--- src/design/psr_pkg.sv ---
// Shared types and codes for the pursuit step and range detector.
// Holds command codes, register indexes, controller states and the
// controller-to-datapath command and status structs.
package psr_pkg;

  localparam int CFG_IDX_W = 1;

  localparam logic [1:0] CMD_MOVE   = 2'd0;
  localparam logic [1:0] CMD_DETECT = 2'd1;
  localparam logic [1:0] CMD_PLACE  = 2'd2;

  localparam logic [CFG_IDX_W-1:0] REG_STEP   = 1'b0;
  localparam logic [CFG_IDX_W-1:0] REG_RADIUS = 1'b1;

  localparam int RADIUS_RESET_UNITS = 10;

  typedef enum logic [3:0] {
    ST_IDLE,
    ST_DELTA,
    ST_SQX,
    ST_SQY,
    ST_SQR,
    ST_CMP,
    ST_ROOT,
    ST_MSX,
    ST_MSY,
    ST_DINIT,
    ST_DIV,
    ST_FIN
  } psr_state_t;

  typedef enum logic [3:0] {
    OP_NONE,
    OP_LOAD,
    OP_DELTA,
    OP_SQX,
    OP_SQY,
    OP_SQR,
    OP_CMP,
    OP_ROOT,
    OP_MSX,
    OP_MSY,
    OP_DINIT,
    OP_DIV,
    OP_FIN
  } psr_op_t;

  typedef struct packed {
    psr_op_t op;
  } psr_cmd_t;

  typedef struct packed {
    logic need_root;
    logic out_busy;
  } psr_stat_t;

endpackage

--- src/design/psr_in_if.sv ---
// Request channel carrying a command and a target point.
// Depends on nothing beyond its width parameter.
interface psr_in_if #(parameter int COORD_WIDTH = 32);
  logic                          valid;
  logic                          ready;
  logic [1:0]                    cmd;
  logic signed [COORD_WIDTH-1:0] target_x;
  logic signed [COORD_WIDTH-1:0] target_y;

  modport source (output valid, output cmd, output target_x, output target_y, input ready);
  modport sink   (input valid, input cmd, input target_x, input target_y, output ready);
endinterface

--- src/design/psr_out_if.sv ---
// Result channel carrying the position and the detect and arrival flags.
// Depends on nothing beyond its width parameter.
interface psr_out_if #(parameter int COORD_WIDTH = 32);
  logic                          valid;
  logic                          ready;
  logic signed [COORD_WIDTH-1:0] pos_x;
  logic signed [COORD_WIDTH-1:0] pos_y;
  logic                          detected;
  logic                          arrived;

  modport source (output valid, output pos_x, output pos_y, output detected, output arrived,
                  input ready);
  modport sink   (input valid, input pos_x, input pos_y, input detected, input arrived,
                  output ready);
endinterface

--- src/design/psr_cfg_if.sv ---
// Configuration write channel: register index and write data.
// Uses psr_pkg for the index width.
interface psr_cfg_if #(parameter int COORD_WIDTH = 32);
  import psr_pkg::*;
  logic                   valid;
  logic                   ready;
  logic [CFG_IDX_W-1:0]   index;
  logic [COORD_WIDTH-2:0] data;

  modport source (output valid, output index, output data, input ready);
  modport sink   (input valid, input index, input data, output ready);
endinterface

--- src/design/psr_ctrl.sv ---
// Controller state machine: sequences delta, squares, compare, root and division.
// Uses psr_pkg for states, ops and the command and status structs.
module psr_ctrl #(
  parameter int COORD_WIDTH = 32
) (
  input  logic               clk,
  input  logic               rst_n,
  input  logic               in_valid,
  output logic               in_ready,
  input  psr_pkg::psr_stat_t stat,
  output psr_pkg::psr_cmd_t  cmd
);
  import psr_pkg::*;

  localparam int CW = $clog2(COORD_WIDTH + 2);
  localparam logic [CW-1:0] ROOT_LAST = CW'(COORD_WIDTH + 1);
  localparam logic [CW-1:0] DIV_LAST  = CW'(COORD_WIDTH - 2);

  psr_state_t    state_r, state_nxt;
  logic [CW-1:0] count_r, count_nxt;

  always_ff @(posedge clk) begin
    if (!rst_n) begin
      state_r <= ST_IDLE;
      count_r <= '0;
    end else begin
      state_r <= state_nxt;
      count_r <= count_nxt;
    end
  end

  always_comb begin
    state_nxt = state_r;
    count_nxt = count_r;
    cmd.op    = OP_NONE;
    in_ready  = 1'b0;
    unique case (state_r)
      ST_IDLE: begin
        in_ready = 1'b1;
        if (in_valid) begin
          cmd.op    = OP_LOAD;
          state_nxt = ST_DELTA;
        end
      end
      ST_DELTA: begin
        cmd.op    = OP_DELTA;
        state_nxt = ST_SQX;
      end
      ST_SQX: begin
        cmd.op    = OP_SQX;
        state_nxt = ST_SQY;
      end
      ST_SQY: begin
        cmd.op    = OP_SQY;
        state_nxt = ST_SQR;
      end
      ST_SQR: begin
        cmd.op    = OP_SQR;
        state_nxt = ST_CMP;
      end
      ST_CMP: begin
        cmd.op    = OP_CMP;
        count_nxt = ROOT_LAST;
        state_nxt = stat.need_root ? ST_ROOT : ST_FIN;
      end
      ST_ROOT: begin
        cmd.op    = OP_ROOT;
        count_nxt = count_r - 1'b1;
        if (count_r == '0) begin
          state_nxt = ST_MSX;
        end
      end
      ST_MSX: begin
        cmd.op    = OP_MSX;
        state_nxt = ST_MSY;
      end
      ST_MSY: begin
        cmd.op    = OP_MSY;
        state_nxt = ST_DINIT;
      end
      ST_DINIT: begin
        cmd.op    = OP_DINIT;
        count_nxt = DIV_LAST;
        state_nxt = ST_DIV;
      end
      ST_DIV: begin
        cmd.op    = OP_DIV;
        count_nxt = count_r - 1'b1;
        if (count_r == '0) begin
          state_nxt = ST_FIN;
        end
      end
      ST_FIN: begin
        if (!stat.out_busy) begin
          cmd.op    = OP_FIN;
          state_nxt = ST_IDLE;
        end
      end
      default: begin
        state_nxt = ST_IDLE;
      end
    endcase
  end

endmodule

--- src/design/psr_dp.sv ---
// Datapath: position, configuration registers, shared multiplier,
// bit-serial square root, two-lane restoring divider and the result register.
// Uses psr_pkg for codes and the command and status structs.
module psr_dp #(
  parameter int COORD_WIDTH = 32,
  parameter int FRAC_BITS   = 16
) (
  input  logic                                  clk,
  input  logic                                  rst_n,
  input  psr_pkg::psr_cmd_t                     cmd,
  output psr_pkg::psr_stat_t                    stat,
  input  logic [1:0]                            in_cmd,
  input  logic signed [COORD_WIDTH-1:0]         in_tx,
  input  logic signed [COORD_WIDTH-1:0]         in_ty,
  input  logic                                  cfg_we,
  input  logic [psr_pkg::CFG_IDX_W-1:0]         cfg_idx,
  input  logic [COORD_WIDTH-2:0]                cfg_data,
  input  logic                                  out_ready,
  output logic                                  out_valid,
  output logic signed [COORD_WIDTH-1:0]         out_x,
  output logic signed [COORD_WIDTH-1:0]         out_y,
  output logic                                  out_det,
  output logic                                  out_arr
);
  import psr_pkg::*;

  localparam int W    = COORD_WIDTH;
  localparam int MW   = W + 1;
  localparam int PW   = 2 * MW;
  localparam int SUMW = PW + 1;
  localparam int SI   = (SUMW + 1) / 2;
  localparam int RADW = 2 * SI;
  localparam int SRW  = SI + 2;
  localparam int QW   = W - 1;
  localparam int RW   = W - 1;
  localparam logic [RW-1:0] RADIUS_RST = RW'(64'(RADIUS_RESET_UNITS) << FRAC_BITS);

  logic [RW-1:0]        step_r, radius_r;
  logic [1:0]           cmd_r;
  logic signed [W-1:0]  tx_r, ty_r, cur_x_r, cur_y_r;
  logic signed [W-1:0]  cur_x_nxt, cur_y_nxt;
  logic [MW-1:0]        mag_x_r, mag_y_r, dx_w, dy_w;
  logic                 neg_x_r, neg_y_r;
  logic [MW-1:0]        mul_a, mul_b, ref_v;
  logic [PW-1:0]        prod_r;
  logic [SUMW-1:0]      sum_r;
  logic                 gt, gt_r;
  logic [RADW-1:0]      rad_r;
  logic [SI-1:0]        root_r;
  logic [SRW-1:0]       srem_r;
  logic [SRW+1:0]       rem_sh, trial;
  logic [SI-1:0]        drem_x_r, drem_y_r;
  logic [QW-1:0]        dq_x_r, dq_y_r;
  logic [SI:0]          dtx, dty, dvs;
  logic                 det_nxt, arr_nxt;
  logic                 out_valid_r;
  logic signed [W-1:0]  out_x_r, out_y_r;
  logic                 out_det_r, out_arr_r;

  always_ff @(posedge clk) begin
    if (!rst_n) begin
      step_r   <= '0;
      radius_r <= RADIUS_RST;
    end else if (cfg_we) begin
      unique case (cfg_idx)
        REG_STEP:   step_r   <= cfg_data;
        REG_RADIUS: radius_r <= cfg_data;
        default:    step_r   <= step_r;
      endcase
    end
  end

  assign dx_w  = {tx_r[W-1], tx_r} - {cur_x_r[W-1], cur_x_r};
  assign dy_w  = {ty_r[W-1], ty_r} - {cur_y_r[W-1], cur_y_r};
  assign ref_v = (cmd_r == CMD_MOVE) ? MW'(step_r) : MW'(radius_r);

  always_comb begin
    mul_a = mag_x_r;
    mul_b = mag_x_r;
    unique case (cmd.op)
      OP_SQY: begin
        mul_a = mag_y_r;
        mul_b = mag_y_r;
      end
      OP_SQR: begin
        mul_a = ref_v;
        mul_b = ref_v;
      end
      OP_MSX: begin
        mul_a = mag_x_r;
        mul_b = MW'(step_r);
      end
      OP_MSY: begin
        mul_a = mag_y_r;
        mul_b = MW'(step_r);
      end
      default: begin
        mul_a = mag_x_r;
        mul_b = mag_x_r;
      end
    endcase
  end

  assign gt             = sum_r > SUMW'(prod_r);
  assign stat.need_root = (cmd_r == CMD_MOVE) && gt;
  assign stat.out_busy  = out_valid_r && !out_ready;

  assign rem_sh = {srem_r, rad_r[RADW-1 -: 2]};
  assign trial  = (SRW+2)'({root_r, 2'b01});
  assign dvs    = {1'b0, root_r};
  assign dtx    = {drem_x_r, dq_x_r[QW-1]};
  assign dty    = {drem_y_r, dq_y_r[QW-1]};

  always_comb begin
    cur_x_nxt = cur_x_r;
    cur_y_nxt = cur_y_r;
    det_nxt   = 1'b0;
    arr_nxt   = 1'b0;
    unique case (cmd_r)
      CMD_MOVE: begin
        if (gt_r) begin
          cur_x_nxt = neg_x_r ? cur_x_r - {1'b0, dq_x_r} : cur_x_r + {1'b0, dq_x_r};
          cur_y_nxt = neg_y_r ? cur_y_r - {1'b0, dq_y_r} : cur_y_r + {1'b0, dq_y_r};
        end else begin
          cur_x_nxt = tx_r;
          cur_y_nxt = ty_r;
          arr_nxt   = 1'b1;
        end
      end
      CMD_DETECT: det_nxt = !gt_r;
      CMD_PLACE: begin
        cur_x_nxt = tx_r;
        cur_y_nxt = ty_r;
      end
      default: det_nxt = 1'b0;
    endcase
  end

  always_ff @(posedge clk) begin
    if (!rst_n) begin
      cur_x_r     <= '0;
      cur_y_r     <= '0;
      out_valid_r <= 1'b0;
    end else if (cmd.op == OP_FIN) begin
      cur_x_r     <= cur_x_nxt;
      cur_y_r     <= cur_y_nxt;
      out_valid_r <= 1'b1;
    end else if (out_ready) begin
      out_valid_r <= 1'b0;
    end
  end

  always_ff @(posedge clk) begin
    unique case (cmd.op)
      OP_LOAD: begin
        cmd_r <= in_cmd;
        tx_r  <= in_tx;
        ty_r  <= in_ty;
      end
      OP_DELTA: begin
        neg_x_r <= dx_w[MW-1];
        neg_y_r <= dy_w[MW-1];
        mag_x_r <= dx_w[MW-1] ? (~dx_w + MW'(1)) : dx_w;
        mag_y_r <= dy_w[MW-1] ? (~dy_w + MW'(1)) : dy_w;
      end
      OP_SQX: prod_r <= mul_a * mul_b;
      OP_SQY: begin
        prod_r <= mul_a * mul_b;
        sum_r  <= SUMW'(prod_r);
      end
      OP_SQR: begin
        prod_r <= mul_a * mul_b;
        sum_r  <= sum_r + SUMW'(prod_r);
      end
      OP_CMP: begin
        gt_r   <= gt;
        rad_r  <= RADW'(sum_r);
        root_r <= '0;
        srem_r <= '0;
      end
      OP_ROOT: begin
        rad_r <= rad_r << 2;
        if (rem_sh >= trial) begin
          srem_r <= SRW'(rem_sh - trial);
          root_r <= {root_r[SI-2:0], 1'b1};
        end else begin
          srem_r <= SRW'(rem_sh);
          root_r <= {root_r[SI-2:0], 1'b0};
        end
      end
      OP_MSX: prod_r <= mul_a * mul_b;
      OP_MSY: begin
        prod_r   <= mul_a * mul_b;
        drem_x_r <= SI'(prod_r[2*W-1:W-1]);
        dq_x_r   <= prod_r[W-2:0];
      end
      OP_DINIT: begin
        drem_y_r <= SI'(prod_r[2*W-1:W-1]);
        dq_y_r   <= prod_r[W-2:0];
      end
      OP_DIV: begin
        if (dtx >= dvs) begin
          drem_x_r <= SI'(dtx - dvs);
          dq_x_r   <= {dq_x_r[QW-2:0], 1'b1};
        end else begin
          drem_x_r <= SI'(dtx);
          dq_x_r   <= {dq_x_r[QW-2:0], 1'b0};
        end
        if (dty >= dvs) begin
          drem_y_r <= SI'(dty - dvs);
          dq_y_r   <= {dq_y_r[QW-2:0], 1'b1};
        end else begin
          drem_y_r <= SI'(dty);
          dq_y_r   <= {dq_y_r[QW-2:0], 1'b0};
        end
      end
      OP_FIN: begin
        out_x_r   <= cur_x_nxt;
        out_y_r   <= cur_y_nxt;
        out_det_r <= det_nxt;
        out_arr_r <= arr_nxt;
      end
      default: begin
        cmd_r <= cmd_r;
      end
    endcase
  end

  assign out_valid = out_valid_r;
  assign out_x     = out_x_r;
  assign out_y     = out_y_r;
  assign out_det   = out_det_r;
  assign out_arr   = out_arr_r;

  a_fin_shows: assert property (@(posedge clk) disable iff (!rst_n)
    cmd.op == OP_FIN |=> out_valid_r)
    else $error("result not presented after finish");

  a_root_nonzero: assert property (@(posedge clk) disable iff (!rst_n)
    cmd.op == OP_DIV |-> root_r != '0)
    else $error("division by zero root");

  a_step_bound: assert property (@(posedge clk) disable iff (!rst_n)
    (cmd.op == OP_FIN && cmd_r == CMD_MOVE && gt_r) |-> (dq_x_r <= step_r && dq_y_r <= step_r))
    else $error("advance exceeds step length");

  a_pos_hold: assert property (@(posedge clk) disable iff (!rst_n)
    ($past(rst_n) && $past(cmd.op) != OP_FIN) |-> ($stable(cur_x_r) && $stable(cur_y_r)))
    else $error("position changed outside finish");

endmodule

--- src/design/pursuit_step_and_range_detect.sv ---
// Pursuit step and range detector, top level. One request at a time.
// A request passes through load, delta, squares and compare; a move that steps
// also runs a square root, one bit per cycle (COORD_WIDTH+2 bits), and a two-lane
// restoring divide (COORD_WIDTH-1 quotient bits) before finish, which waits while
// the last result is untaken. The next request can be taken once the result is valid.
// Synchronous active-low reset: position 0, step length 0, radius 10.0.
module pursuit_step_and_range_detect #(
  parameter int COORD_WIDTH = 32,
  parameter int FRAC_BITS   = 16
) (
  input logic        clk,
  input logic        rst_n,
  psr_in_if.sink     in_ch,
  psr_out_if.source  out_ch,
  psr_cfg_if.sink    cfg_ch
);
  import psr_pkg::*;

  psr_cmd_t  dp_cmd;
  psr_stat_t dp_stat;
  logic      ctl_in_ready;

  assign in_ch.ready  = ctl_in_ready;
  assign cfg_ch.ready = 1'b1;

  psr_ctrl #(
    .COORD_WIDTH (COORD_WIDTH)
  ) u_ctrl (
    .clk      (clk),
    .rst_n    (rst_n),
    .in_valid (in_ch.valid),
    .in_ready (ctl_in_ready),
    .stat     (dp_stat),
    .cmd      (dp_cmd)
  );

  psr_dp #(
    .COORD_WIDTH (COORD_WIDTH),
    .FRAC_BITS   (FRAC_BITS)
  ) u_dp (
    .clk       (clk),
    .rst_n     (rst_n),
    .cmd       (dp_cmd),
    .stat      (dp_stat),
    .in_cmd    (in_ch.cmd),
    .in_tx     (in_ch.target_x),
    .in_ty     (in_ch.target_y),
    .cfg_we    (cfg_ch.valid),
    .cfg_idx   (cfg_ch.index),
    .cfg_data  (cfg_ch.data),
    .out_ready (out_ch.ready),
    .out_valid (out_ch.valid),
    .out_x     (out_ch.pos_x),
    .out_y     (out_ch.pos_y),
    .out_det   (out_ch.detected),
    .out_arr   (out_ch.arrived)
  );

endmodule

--- src/flat_wrapper.sv ---
// flat-port wrapper written by rule: the top's interface ports become plain ports
module pursuit_step_and_range_detect_flat import psr_pkg::*;
#(
  parameter int COORD_WIDTH = 32,
  parameter int FRAC_BITS   = 16
)
  (clk, rst_n, in_ch_valid, in_ch_cmd, in_ch_target_x, in_ch_target_y, in_ch_ready, out_ch_valid, out_ch_pos_x, out_ch_pos_y, out_ch_detected, out_ch_arrived, out_ch_ready, cfg_ch_valid, cfg_ch_index, cfg_ch_data, cfg_ch_ready);
  psr_in_if #(.COORD_WIDTH(COORD_WIDTH)) in_ch_i ();
  psr_out_if #(.COORD_WIDTH(COORD_WIDTH)) out_ch_i ();
  psr_cfg_if #(.COORD_WIDTH(COORD_WIDTH)) cfg_ch_i ();
  input logic clk;
  input logic rst_n;
  input wire logic [$bits(in_ch_i.valid)-1:0] in_ch_valid;
  input wire logic [$bits(in_ch_i.cmd)-1:0] in_ch_cmd;
  input wire logic [$bits(in_ch_i.target_x)-1:0] in_ch_target_x;
  input wire logic [$bits(in_ch_i.target_y)-1:0] in_ch_target_y;
  output wire logic [$bits(in_ch_i.ready)-1:0] in_ch_ready;
  output wire logic [$bits(out_ch_i.valid)-1:0] out_ch_valid;
  output wire logic [$bits(out_ch_i.pos_x)-1:0] out_ch_pos_x;
  output wire logic [$bits(out_ch_i.pos_y)-1:0] out_ch_pos_y;
  output wire logic [$bits(out_ch_i.detected)-1:0] out_ch_detected;
  output wire logic [$bits(out_ch_i.arrived)-1:0] out_ch_arrived;
  input wire logic [$bits(out_ch_i.ready)-1:0] out_ch_ready;
  input wire logic [$bits(cfg_ch_i.valid)-1:0] cfg_ch_valid;
  input wire logic [$bits(cfg_ch_i.index)-1:0] cfg_ch_index;
  input wire logic [$bits(cfg_ch_i.data)-1:0] cfg_ch_data;
  output wire logic [$bits(cfg_ch_i.ready)-1:0] cfg_ch_ready;
  assign in_ch_i.valid = in_ch_valid;
  assign in_ch_i.cmd = in_ch_cmd;
  assign in_ch_i.target_x = in_ch_target_x;
  assign in_ch_i.target_y = in_ch_target_y;
  assign in_ch_ready = in_ch_i.ready;
  assign out_ch_valid = out_ch_i.valid;
  assign out_ch_pos_x = out_ch_i.pos_x;
  assign out_ch_pos_y = out_ch_i.pos_y;
  assign out_ch_detected = out_ch_i.detected;
  assign out_ch_arrived = out_ch_i.arrived;
  assign out_ch_i.ready = out_ch_ready;
  assign cfg_ch_i.valid = cfg_ch_valid;
  assign cfg_ch_i.index = cfg_ch_index;
  assign cfg_ch_i.data = cfg_ch_data;
  assign cfg_ch_ready = cfg_ch_i.ready;
  pursuit_step_and_range_detect #(.COORD_WIDTH(COORD_WIDTH), .FRAC_BITS(FRAC_BITS)) u_core (.clk(clk), .rst_n(rst_n), .in_ch(in_ch_i), .out_ch(out_ch_i), .cfg_ch(cfg_ch_i));
endmodule
--- config.mk ---
export PLATFORM = sky130hd
export DESIGN_NAME = pursuit_step_and_range_detect_flat
export DESIGN_NICKNAME = d
export VERILOG_FILES = /design/src/design/psr_pkg.sv /design/src/design/psr_in_if.sv /design/src/design/psr_out_if.sv /design/src/design/psr_cfg_if.sv /design/src/design/psr_ctrl.sv /design/src/design/psr_dp.sv /design/src/design/pursuit_step_and_range_detect.sv /design/src/flat_wrapper.sv
export SDC_FILE = /design/constraint.sdc
export NUM_CORES = 2
export LEC_CHECK = 0
export ABC_AREA = 1
export BUFFER_PORTS_ARGS = -buffer_cell sky130_fd_sc_hd__buf_4
export CAP_MARGIN = 30
export CORE_MARGIN = 2
export CORE_UTILIZATION = 45
export CTS_CLUSTER_SIZE = 28
export DETAILED_ROUTE_END_ITERATION = 10
export HOLD_SLACK_MARGIN = 0.08
export PLACE_DENSITY_LB_ADDON = 0.2
export SLEW_MARGIN = 20
export SYNTH_ARGS = -nofsm -noshare
export SYNTH_HDL_FRONTEND = slang
export SYNTH_HIERARCHICAL = 1
export SYNTH_SLANG_ARGS = --single-unit
export TNS_END_PERCENT = 10
--- constraint.sdc ---
create_clock -name clk -period 17.91 [get_ports clk]
set_input_delay 0.8955 -clock clk [delete_from_list [all_inputs] [get_ports clk]]
set_output_delay 0.8955 -clock clk [all_outputs]
set_load 0.02 [all_outputs]
After elaboration in Yosys (flattened, before gate mapping)
Cells that the tools add are included.
{ "totals": {"regBits": 739, "out_inout_bits": 69, "wordCells": 139} }
{ "op_classes": {"addsub": 13, "mul": 1, "magnitude_cmp": 4, "eq_ne": 29, "n_mux": 39, "bitwise_logic": 3, "n_reduce_logical": 20} }
{ "op_table": {"columns": ["cell", "n"], "rows": [
  ["$pmux 34 s2", 3],
  ["$mux 32", 6],
  ["$pmux 68 s2", 1],
  ["$pmux 67 s2", 1],
  ["$pmux 32 s2", 2],
  ["$pmux 31 s2", 2],
  ["$pmux 33 s3", 1],
  ["$pmux 4 s12", 2],
  ["$pmux 36 s2", 1],
  ["$ge 35x34->1", 2],
  ["$mux 34", 2],
  ["$sub 34x34->34", 2],
  ["$add 67x66->67", 1],
  ["$gt 67x66->1", 1],
  ["$add 33x1->33 const B", 2],
  ["$mul 33x33->66", 1],
  ["$not 33->33", 2],
  ["$pmux 33 s2", 1],
  ["$sub 32x32->33", 2],
  ["$add 32x31->32", 2],
  ["$sub 32x31->32", 2],
  ["$ge 38x36->1", 1],
  ["$eq 4x4->1 const B", 9],
  ["$mux 36", 1],
  ["other kinds (24)", 59]
]} }

Depth between registers and ports, before layout
{ "depth": {"word_depth": 8, "mapped_depth": 48} }

Hierarchy
The synthesis kept the hierarchy.
{ "modules_own_cells": {"columns": ["module", "instances", "cells_each", "area_each_um2", "seq_area_each_um2"], "rows": [
  ["psr_dp", 1, 12034, 90321.6, 20619.8],
  ["psr_ctrl", 1, 125, 729.4, 200.2],
  ["pursuit_step_and_range_detect", 1, 2, 11.3, 0.0]
]} }

Worst setup path after synthesis
OpenSTA, ideal clock, no wires.
{ "synth_timing": {"path_type": "input-to-reg", "from": "input out_ch_ready", "to": "register u_core.u_dp.prod_r[58] (data pin)", "setup_time_ns": 0.252, "arrival_time_ns": 9.378, "t_required_ns": 17.658, "setup_slack_ns": 8.280, "stages": 43, "cell_sequence": "nor2_1 inv_1 a21oi_1 nor2_1 inv_1 nor2_1 inv_2 nor2_4 inv_2 nor2_4 nor2_4 inv_2 buf_6 nand2_1 nand3_1 o21ai_2 inv_2 buf_2 [7 not listed] inv_1 fa_1 fa_1 fa_1 inv_1 fa_1 inv_1 ha_1 nand2_1 nor2_1 inv_1 nor4_1 nand3_1 nand3_1 a21o_1 nand2_1 nand3_1 nand2_1"} }
{ "synth_rtl": {"columns": ["item", "line", "text"], "rows": [
  ["from (decl)", "flat_wrapper.sv:23", "input wire logic [$bits(out_ch_i.ready)-1:0] out_ch_ready;"],
  ["to (signal assigned)", "psr_dp.sv:166", "OP_SQX: prod_r <= mul_a * mul_b;"],
  ["to (signal assigned)", "psr_dp.sv:168", "prod_r <= mul_a * mul_b;"],
  ["to (signal assigned)", "psr_dp.sv:172", "prod_r <= mul_a * mul_b;"],
  ["to (decl)", "psr_dp.sv:45", "logic [PW-1:0] prod_r;"]
]} }

==> qor.yml <==
floorplan:
  core_sq_um: 201700
  rows: 165
  dieArea_sq_um: 206000
  io_pins: 172
  dieHeight_um: 453.8
  initial_core_util_pct: 45.15
  die_w_um: 453.8
setup_path:
  cp-start-kind: "flip-flop"
  r2r_start: "u_core/u_ctrl/state_r[1]"
  critPathRequiredTime_ns: 18.41
  endpoint_kind: "flip-flop"
  ff2ff_path_depth: 41
  cpPeakStageDelay_ns: 0.77
  cpMaxStageDelayCell: "fa_1"
  crit_path_frequent_cell: "inv_1"
  cp.buffers_inverters: 13
  r2r_end: "u_core/u_dp/prod_r[57]"
  arrival_ns: 12.94
  worstPathMaxFanout: 33
  cpLargestDelayFamily: "adder cells"
  path_class: "reg -> reg"
  reg2reg_setup_slack_ns: 5.48
drt:
  drt_iter0_markers: 8516
  wl_per_cell_um: 24.93
  drc: 0
  met2_wirelength_um: 164400
  dr_wl_met3_um: 36810
  highest_layer: "met5"
  viasPerCell: 5.579
  drtAntennaViolNets: 0
  wirelength_um: 372900
  firstDrtPassIters: 6
  m1WireLength_um: 147500
  num_vias: 83470
clock_tree:
  cts_root_buffer: "clkbuf_16"
  cts_tree: "done"
  path_clk_slew_ns: 0.06
  numCtsBuffers: 92
  cts_resized: 0
  clockBufferDepth: 3
  ctsHoldBuffers: 0
  clock_sinks: 739
  cts.htree.levels: 3
  cts_setup_buffers: 0
  clk_latency_ns: 0.77
synthesis:
  synth_edf_count: 602
  synth-warning-count: 6
  yosys.cell_types.count: 64
  syn_area_sq_um: 91060
  async_reset_ff_share_pct: 0
  ys_seq_elements: 739
  synth_nets: 13860
  synthCells: 12160
  ys_seq_area_share_pct: 22.86
  syn_area_per_cell_sq_um: 7.488
  yosys_most_used_dff: "edfxtp_1"
place:
  dp_hpwl_um: 295600
  routabilityCongestion: 1.052
  io_buffers: 170
job:
  cap_violations: 0
timing:
  period_minus_slack_ns: 12.43
  finalClockSkew_ns: 0.08070
  tightestPinTransition_ns: 1.130
  fmax_mhz: 80.43
  relSlewSlack_pct: 23.85
  fin_crit_sh_pct: 69.42
  holdWs_ns: 0.3079
  rsz0062_at_grt: "no"
  slew_violations: 0
  setup_violations: 0
  hold_violations: 0
  setup_tns_ns: 0
global_route:
  grt_usage_pct: 35.98
  grt_pass1_vias: 82800
  gr-total-overflow: 0
  grt_first_pass_wirelength_um: 544200
  grt_max_degree: 139
  antenna_found_initial: 24
min_path:
  hp-start: "in_ch_target_x[13]"
  holdCritPathClass: "in -> reg"
  hold_depth: 1
  min_to: "u_core/u_dp/tx_r[13]"
finish:
  nFillCells: 20300
  multiInputGateArea_sq_um: 59860
  drive_gt1_share_pct: 5.164
  num-nets-final: 13900
  layout.area.seq_sq_um: 20820
  area_delta_synth_final_pct: 8.048
outcome:
  run_status: "finished clean"
[through the flow]
stage          setup slack (ns)  area, sq um  cells  utilization, %
2_1_floorplan             8.280        91060  12160               -
3_3_place_gp              4.811        95110  14770           47.15
3_5_place_dp              5.336        95220  14780           47.21
4_1_cts                   5.641        98310  14950           48.74
5_1_grt                   4.889        98380  14950           48.77
6_report                  5.477        98390  14960           48.78
[synthesized netlist by cell type, drive strengths merged, types with 47 or more instances]
cell | instances | share of area [%]
buf | 219 | 1.3
dfxtp | 137 | 3.0
nand3 | 491 | 2.7
inv | 2367 | 9.8
clkbuf | 136 | 0.56
o21bai | 66 | 0.55
xnor2 | 86 | 0.84
a31oi | 47 | 0.32
nand4 | 98 | 0.67
nor2 | 1605 | 6.7
fa | 965 | 21
nand2 | 2823 | 12
o21ai | 681 | 3.9
nor3 | 106 | 0.60
ha | 632 | 8.7
edfxtp | 602 | 20
xor2 | 177 | 1.7
a21oi | 624 | 3.4
[cells by family (layout without fill, tap and decap cells)]
kind of cell / count (synthesis) / count (layout) / synth area share (%)
adder cells (fa/ha/maj): 1597 / 1597 / 29.90
other: 1 / 11 / 0.004118
flip-flops: 739 / 739 / 22.86
XOR/XNOR: 263 / 263 / 2.546
AND/OR/NAND/NOR: 5221 / 5221 / 23.13
AO/OA/AOI/OAI: 1616 / 1616 / 9.944
buffers and inverters: 2724 / 2841 / 11.62
[layer usage]
| layer | up-vias | global-route usage (%) |
|---|---|---|
| li1 | 38080 | - |
| met5 | - | 0 |
| met1 | 40470 | 45.78 |
| met2 | 3959 | 56.39 |
| met4 | 24 | 19.41 |
| met3 | 930 | 8.754 |
[how the worst max path moves through the flow]
| stage | startpoint | to | slack, ns | cells after the start |
|---|---|---|---|---|
| floorplan | out_ch_ready | u_core/u_dp/prod_r[58] | 8.28 | 43 |
| global placement | out_ch_ready | u_core/u_dp/prod_r[37] | 4.81 | 43 |
| detailed placement | out_ch_ready | u_core/u_dp/prod_r[55] | 5.34 | 42 |
| CTS | u_core/u_ctrl/state_r[1] | u_core/u_dp/prod_r[55] | 5.64 | 41 |
| global route | u_core/u_ctrl/state_r[1] | u_core/u_dp/prod_r[37] | 4.89 | 42 |
| finish | u_core/u_ctrl/state_r[1] | u_core/u_dp/prod_r[57] | 5.48 | 41 |
[worst register-to-register path, delay by kind of cell (launching register included)]
family / cells / cell delay [ns]
buffers and inverters: 13 / 3.00
AOI/OAI and AO/OA: 2 / 0.20
DFF: 1 / 0.52
xor gates and xnor gates: 1 / 0.15
adders and majority gates: 9 / 4.72
and+or+nand+nor: 16 / 3.60
[layout by cell type (no fill, tap or decap), types with 33 or more instances in the layout]
cell,count
o21ai_2,36
inv_1,2309
ha_1,632
edfxtp_1,602
xor2_1,177
o21ai_0,597
o21ai_1,35
fa_1,965
inv_2,55
nand3_1,488
a31oi_1,47
a21oi_1,618
dfxtp_1,137
o21bai_1,64
nor3_1,102
nor2_1,1580
clkbuf_16,93
xnor2_1,84
buf_4,291
o211ai_1,33
nand2_1,2800
nand3b_1,41
nand4_1,98
a21o_1,45
[area by class of cell]
cell class / count / area share (%)
well taps: 2672 / 3.398
flip-flops and latches: 739 / 21.16
clock buffers: 106 / 2.415
repair buffers: 300 / 2.398
clock inverters: 66 / 0.7236
inverters: 2369 / 9.043
multi-input cells: 8698 / 60.84
diodes: 10 / 0.02543
[state kept, by name, summed over array words and instances, names as in the netlist, 32 cells and up]
signal,flops
u_core/u_dp/srem_r,36
u_core/u_dp/tx_r,32
u_core/u_dp/root_r,34
u_core/u_dp/out_x,32
u_core/u_dp/cur_x_r,32
u_core/u_dp/mag_x_r,33
u_core/u_dp/out_y,32
u_core/u_dp/mag_y_r,33
u_core/u_dp/rad_r,68
u_core/u_dp/cur_y_r,32
u_core/u_dp/ty_r,32
u_core/u_dp/prod_r,66
u_core/u_dp/sum_r,67
u_core/u_dp/drem_x_r,34
u_core/u_dp/drem_y_r,34
Power is left out: the tool's default activity adds up to more than one toggle a clock period on the data nets, which glitch-free logic cannot reach.
